### config.mk
export PLATFORM = sky130hd
export DESIGN_NAME = pms_outq
export DESIGN_NICKNAME = d
export VERILOG_FILES = /design/src/rtl/pms_outq.sv
export VERILOG_INCLUDE_DIRS = /design/src /design/src/rtl
export SDC_FILE = /design/constraint.sdc
export NUM_CORES = 1
export LEC_CHECK = 0
export ABC_AREA = 1
export BUFFER_PORTS_ARGS = -buffer_cell sky130_fd_sc_hd__buf_2
export CAP_MARGIN = 20
export CORE_AREA = 2 2 39 41
export DETAILED_ROUTE_END_ITERATION = 8
export DIE_AREA = 0 0 41 43
export PLACE_DENSITY = 0.45
export SLEW_MARGIN = 20
export SYNTH_ARGS = -nofsm -noshare
export SYNTH_HDL_FRONTEND = slang
export SYNTH_SLANG_ARGS = --single-unit
export TNS_END_PERCENT = 30
### constraint.sdc
create_clock -name clk -period 1.63 [get_ports clk]
set_clock_uncertainty 0.05 [all_clocks]
set_input_delay 0.4075 -clock clk [delete_from_list [all_inputs] [get_ports clk]]
set_output_delay 0.4075 -clock clk [all_outputs]
set_load 0.02 [all_outputs]
### src/rtl/particle_motion_step_defines.svh
// Assertion macros shared by the particle motion RTL.
`ifndef PARTICLE_MOTION_STEP_DEFINES_SVH
`define PARTICLE_MOTION_STEP_DEFINES_SVH

// Check that cond holds in the same cycle as trig.
`define PMS_ASSERT_SAME(lbl, clk, rst, trig, cond) \
  lbl: assert property (@(posedge clk) disable iff (rst) (trig) |-> (cond)) \
    else $error("pms: same-cycle check failed");

// Check that cond holds in the cycle after trig.
`define PMS_ASSERT_NEXT(lbl, clk, rst, trig, cond) \
  lbl: assert property (@(posedge clk) disable iff (rst) (trig) |=> (cond)) \
    else $error("pms: next-cycle check failed");

`endif

### src/rtl/pms_outq.sv
`default_nettype none

`include "particle_motion_step_defines.svh"

// Two-entry output queue between the pipeline and the result channel.
module pms_outq #(
  parameter int WIDTH = 1
) (
  input  logic             clk,
  input  logic             rst,
  input  logic             push,
  input  logic [WIDTH-1:0] push_data,
  output logic             full,
  output logic             out_valid,
  input  logic             out_stall,
  output logic [WIDTH-1:0] out_data
);

  localparam int DEPTH = 2;
  localparam int CNT_W = $clog2(DEPTH + 1);
  localparam int PTR_W = $clog2(DEPTH);

  logic [WIDTH-1:0] slot [DEPTH];
  logic [PTR_W-1:0] wr_ptr;
  logic [PTR_W-1:0] rd_ptr;
  logic [CNT_W-1:0] cnt;
  logic [CNT_W-1:0] cnt_next;
  logic             pop;

  assign full      = cnt == CNT_W'(DEPTH);
  assign out_valid = cnt != '0;
  assign out_data  = slot[rd_ptr];
  assign pop       = out_valid && !out_stall;

  always_comb begin
    cnt_next = cnt;
    if (push && !pop) begin
      cnt_next = cnt + 1'b1;
    end else if (pop && !push) begin
      cnt_next = cnt - 1'b1;
    end
  end

  always_ff @(posedge clk) begin
    if (rst) begin
      cnt    <= '0;
      wr_ptr <= '0;
      rd_ptr <= '0;
    end else begin
      cnt <= cnt_next;
      if (push) begin
        wr_ptr <= wr_ptr + 1'b1;
      end
      if (pop) begin
        rd_ptr <= rd_ptr + 1'b1;
      end
    end
  end

  always_ff @(posedge clk) begin
    if (push) begin
      slot[wr_ptr] <= push_data;
    end
  end

  `PMS_ASSERT_SAME(a_no_push_full, clk, rst, push, !full)
  `PMS_ASSERT_NEXT(a_cnt_grow, clk, rst, push && !pop, cnt == $past(cnt) + 1'b1)

endmodule

`default_nettype wire

==> reports/metrics.cfg, run 1 <==
[status]
status = complete, no violations

[timing]
setup_viol = 0
rsz0062_at_grt = no
tns_ns = 0
period_share_pct = 91.70
slew_headroom_pct = 89.67
timing.fmax_ghz = 0.6691
slew_viol_final = 0
min_period_ns = 1.495
hold_viol_final = 0
worst_pin_slew_ns = 0.1549

[placement]
port_buffers = 7
gp_congestion = 0.6526
placed_area_um2 = 366.6
dp_hpwl_um = 439.5

[worst_setup_path]
worst_path_max_delay_cell = dfxtp_1
timing.rr.end = cnt[1]$_SDFFE_PP0P_
crit_chain = mux2_2, buf_2
cp_num_buf_inv = 1
startpoint_type = flop
path_depth = 2
crit_type = flop to primary output
reg2reg_from = cnt[0]$_SDFFE_PP0P_
required_ns = 1.17
critPathCaptureType = primary output
r2r_cells = 9
cp.arrival_ns = 1.04
cpPeakStageDelay_ns = 0.32
r2r_slack_ns = 0.32
crit_fanout = 1
crit_family = flip-flops

[cells_and_area]
syn2layout_area_growth_pct = 26.10
finalInstanceArea_um2 = 392.9
multi_input_area_um2 = 117.6
ff_latch_area_um2 = 160.2
antenna_cells = 0
final_common_cell = inv_1
layout_common_cells = inv_1, buf_2, nand2_1, nor2_1, dfxtp_1
fillers = 158
drive_gt1_share_pct = 28.00
nNetsFinal = 57

[cts]
clk_latency_ns = 0.25
tritoncts = yes
cts_buffers = 3
htree_num_levels = 1
cts_resized = 0
clk_path_buf_depth = 2
holdBufCountCts = 0
clk_pin_slew_ns = 0.05
cts_setup_buffers = 0
clock-sinks = 7
clock-root-buffer = clkbuf_4

[detailed_routing]
totalWireLength_um = 544
ant_nets = 0
first_pass_iters = 2
drc_errors = 0
vias = 253
wl_per_cell_um = 8.242
viasPerCell = 3.833
drt_iter0_drc = 1

[pwr]
p_sw_share_pct = 31.27
p_seq_share_pct = 42.7
ir_drop_mv = 0.3540
p_int_w = 0.0003428
p_sw_w = 0.0001560
p_per_area_nw_per_um2 = 1270
fin_total_pwr_w = 0.0004988
combPwrFrac_pct = 25.5
clockPowerShare_pct = 31.8
power_leakage_nw = 0.2042

[floorplan]
die_y_um = 43
coreArea_um2 = 1384
rows = 14
initial_core_util_pct = 22.51
die_w_um = 41
io_pins = 8
die_area_um2 = 1763

[min_path]
min-delay-path-class = primary input to flop
hold_depth = 2
hp-start = rst
hold_path_end = wr_ptr$_SDFFE_PP0P_

[synthesis]
syn_nets = 45
synth_seq_cells = 7
yosysWarnings = 0
yosysSeqAreaShare_pct = 51.41
netlist_instances = 39
synthesis.area_um2 = 311.5
synth_cell_types = 14
syn_area_per_cell_um2 = 7.988

[grt]
grt_max_degree = 5
grt_pass1_vias = 232
grt_usage_pct = 8.375
grt_pass1_wl_um = 890
grt_overflow = 0
antenna_found_initial = 0

[job]
max_cap_viol_count = 0

synthesized netlist by cell type:
cell type	number	area [µm²]
inv_1	8	30.03
nand2_1	6	22.52
nor2_1	6	22.52
dfxtp_1	5	100.1
a21oi_1	2	10.01
edfxtp_1	2	60.06
nand2_2	2	12.51
nand3_1	2	10.01
ha_1	1	12.51
inv_2	1	3.750
mux2_2	1	11.26
nand4_1	1	6.260
nor3_1	1	5.000
o21ai_0	1	5.000
stage by stage:
step | std cells | worst slack, ns | hold slack (ns) | util [%]
global placement | 62 | 0.2422 | 0.4454 | 26.49
global route | 66 | 0.08748 | 0.2954 | 28.39
detailed placement | 62 | 0.2260 | 0.4426 | 26.49
CTS | 66 | 0.1123 | 0.2840 | 28.39
finish | 66 | 0.1354 | 0.2865 | 28.39
floorplan | 39 | 0.3323 | 0.4145 | -
metal layers:
metal	share of wire, %	routed length, µm	vias to the layer above	GRT usage (%)
li1	-	-	142	-
met1	46	251	102	9.477
met2	44	240	9	10.31
met3	9.6	52	0	7.853
met4	0	0	0	4.000
met5	0	0	-	0
cell type report:
type                            count  share of cell area [%]
Clock buffer                        4                   6.688
Inverter                            9                   8.599
Multi-Input combinational cell     23                   29.94
Sequential cell                     7                   40.76
Tap cell                           16                   5.096
Timing Repair Buffer                7                   8.917
kinds of logic (layout without fill, tap and decap cells):
| logic type | count (synthesis) | after routing | synth area share, % |
|---|---|---|---|
| AO/OA/AOI/OAI | 3 | 3 | 4.818 |
| adder cells (fa/ha/maj) | 1 | 1 | 4.015 |
| buffers and inverters | 9 | 20 | 10.84 |
| flip-flops | 7 | 7 | 51.41 |
| multiplexers | 1 | 1 | 3.614 |
| AND/OR/NAND/NOR | 18 | 18 | 25.30 |
power groups by stage:
stage	Sequential, W	Clock, W	Combinational, W
finish	0.000213	0.000159	0.000127
global route	0.000214	0.000174	0.000145
CTS	0.000213	0.000166	0.000129
detailed placement	0.000217	0	0.000129
global placement	0.000217	0	0.000127
floorplan	0.000215	0	0.0000959
worst reg2reg max path, delay by kind of cell (launching register included):
kind / cells / cell delay, ns
and+or+nand+nor: 5 / 0.36
DFF: 1 / 0.35
adders and majority gates: 1 / 0.30
buffers and inverters: 3 / 0.19
worst max-delay path by stage:
stage	start	endpoint	slack, ns
2_1_floorplan	cnt[0]$_SDFFE_PP0P_	cnt[1]$_SDFFE_PP0P_	0.33
3_3_place_gp	out_stall	cnt[1]$_SDFFE_PP0P_	0.24
3_5_place_dp	out_stall	cnt[1]$_SDFFE_PP0P_	0.23
4_1_cts	flop	out_data	0.11
5_1_grt	flop	out_data	0.09
6_report	flop	out_data	0.14
(Power assumes the default switching activity.)
==> inputs of run 2 (changes only) <==
Settings changed: RECOVER_POWER set to 50.
==> run 2 against run 1 <==
Effect of this change: flip-flop and latch count stayed put; clock-buffer cell count stayed put; utilization is 0.090 points lower; final cell count stayed put; register-to-register slack worse by 0.03 ns; critical path depth stayed put; total power is 0.30% lower.
==> reports/metrics.cfg, run 2 (synthesis gave the netlist of run 1 again) <==
[detailed_routing]
wl_per_cell_um = 8.227
viasPerCell = 3.833
totalWireLength_um = 543
vias = 253
drc_errors = 0
ant_nets = 0
drt_iter0_drc = 1
first_pass_iters = 2

[worst_setup_path]
startpoint_type = flop
reg2reg_from = cnt[0]$_SDFFE_PP0P_
cp.arrival_ns = 1.04
worst_path_max_delay_cell = dfxtp_1
required_ns = 1.17
r2r_slack_ns = 0.29
crit_family = flip-flops
cpPeakStageDelay_ns = 0.32
timing.rr.end = cnt[1]$_SDFFE_PP0P_
critPathCaptureType = primary output
cp_num_buf_inv = 1
crit_chain = mux2_2, buf_2
crit_fanout = 1
r2r_cells = 9
crit_type = flop to primary output

[grt]
grt_pass1_wl_um = 890
grt_overflow = 0
grt_pass1_vias = 232
grt_usage_pct = 8.375
grt_max_degree = 5
antenna_found_initial = 0

[cells_and_area]
fillers = 159
ff_latch_area_um2 = 160.2
fin_util_pct = 28.30
nNetsFinal = 57
multi_input_area_um2 = 117.6
layout_common_cells = inv_1, nand2_1, nor2_1, buf_2, dfxtp_1
drive_gt1_share_pct = 24.00
antenna_cells = 0
final_common_cell = inv_1
finalInstanceArea_um2 = 391.6
syn2layout_area_growth_pct = 25.70

[cts]
clk_path_buf_depth = 2
holdBufCountCts = 0
clock-root-buffer = clkbuf_4
htree_num_levels = 1
cts_resized = 0
clk_latency_ns = 0.25
cts_buffers = 3
clock-sinks = 7
clk_pin_slew_ns = 0.05
tritoncts = yes
cts_setup_buffers = 0

[timing]
slew_headroom_pct = 89.67
setup_viol = 0
min_period_ns = 1.495
tns_ns = 0
timing.fmax_ghz = 0.6690
rsz0062_at_grt = no
slew_viol_final = 0
worst_pin_slew_ns = 0.1549
hold_viol_final = 0
period_share_pct = 91.70
hold_slack_ns = 0.2865

[floorplan]
io_pins = 8
die_y_um = 43
die_area_um2 = 1763
coreArea_um2 = 1384
rows = 14
initial_core_util_pct = 22.51
die_w_um = 41

[pwr]
ir_drop_mv = 0.3538
fin_total_pwr_w = 0.0004973
power_leakage_nw = 0.2019
p_per_area_nw_per_um2 = 1270

[placement]
placed_area_um2 = 366.6
gp_congestion = 0.6526
dp_hpwl_um = 439.5
port_buffers = 7

[min_path]
hp-start = rst
hold_path_end = wr_ptr$_SDFFE_PP0P_
hold_depth = 2
min-delay-path-class = primary input to flop

[status]
status = complete, no violations

[job]
max_cap_viol_count = 0

-- run 2: changes by cell type in the layout (fill, tap and decap cells not counted), sizes merged --
cell / previous run / this run
buf: 7 / 6
clkbuf: 4 / 5
-- run 2: per-stage QoR --
stage / instances / setup WS [ns]
2_1_floorplan: 39 / 0.3323
3_3_place_gp: 62 / 0.2422
3_5_place_dp: 62 / 0.2260
4_1_cts: 66 / 0.1123
5_1_grt: 66 / 0.08748
6_report: 66 / 0.1353
-- run 2: metal layers --
layer  track usage, %  wire (µm)  up-vias
li1                 -          -      142
met1            9.477        250      102
met2            10.31        240        9
met3            7.853         51        0
met4            4.000          0        0
met5                0          0        -
-- run 2: worst max-delay path by stage --
stage	startpoint	to	slack [ns]	cells past startpoint
2_1_floorplan	cnt[0]$_SDFFE_PP0P_	cnt[1]$_SDFFE_PP0P_	0.33	9
3_3_place_gp	out_stall	cnt[1]$_SDFFE_PP0P_	0.24	9
3_5_place_dp	out_stall	cnt[1]$_SDFFE_PP0P_	0.23	9
4_1_cts	flop	out_data	0.11	2
5_1_grt	flop	out_data	0.09	2
6_report	flop	out_data	0.14	2
-- run 2: power breakdown --
group / internal [W] / leakage (nW) / total (W) / switching (W)
Clock: 0.0000935 / 0.0150 / 0.000159 / 0.0000653
Combinational: 0.0000466 / 0.127 / 0.000126 / 0.0000797
Sequential: 0.000202 / 0.0603 / 0.000212 / 0.0000101
-- run 2: area by class of cell --
| type | count | share of cell area, % |
|---|---|---|
| clock buffers | 4 | 6.709 |
| inverters | 9 | 8.626 |
| multi-input cells | 23 | 30.03 |
| flip-flops and latches | 7 | 40.89 |
| well taps | 16 | 5.112 |
| repair buffers | 7 | 8.626 |
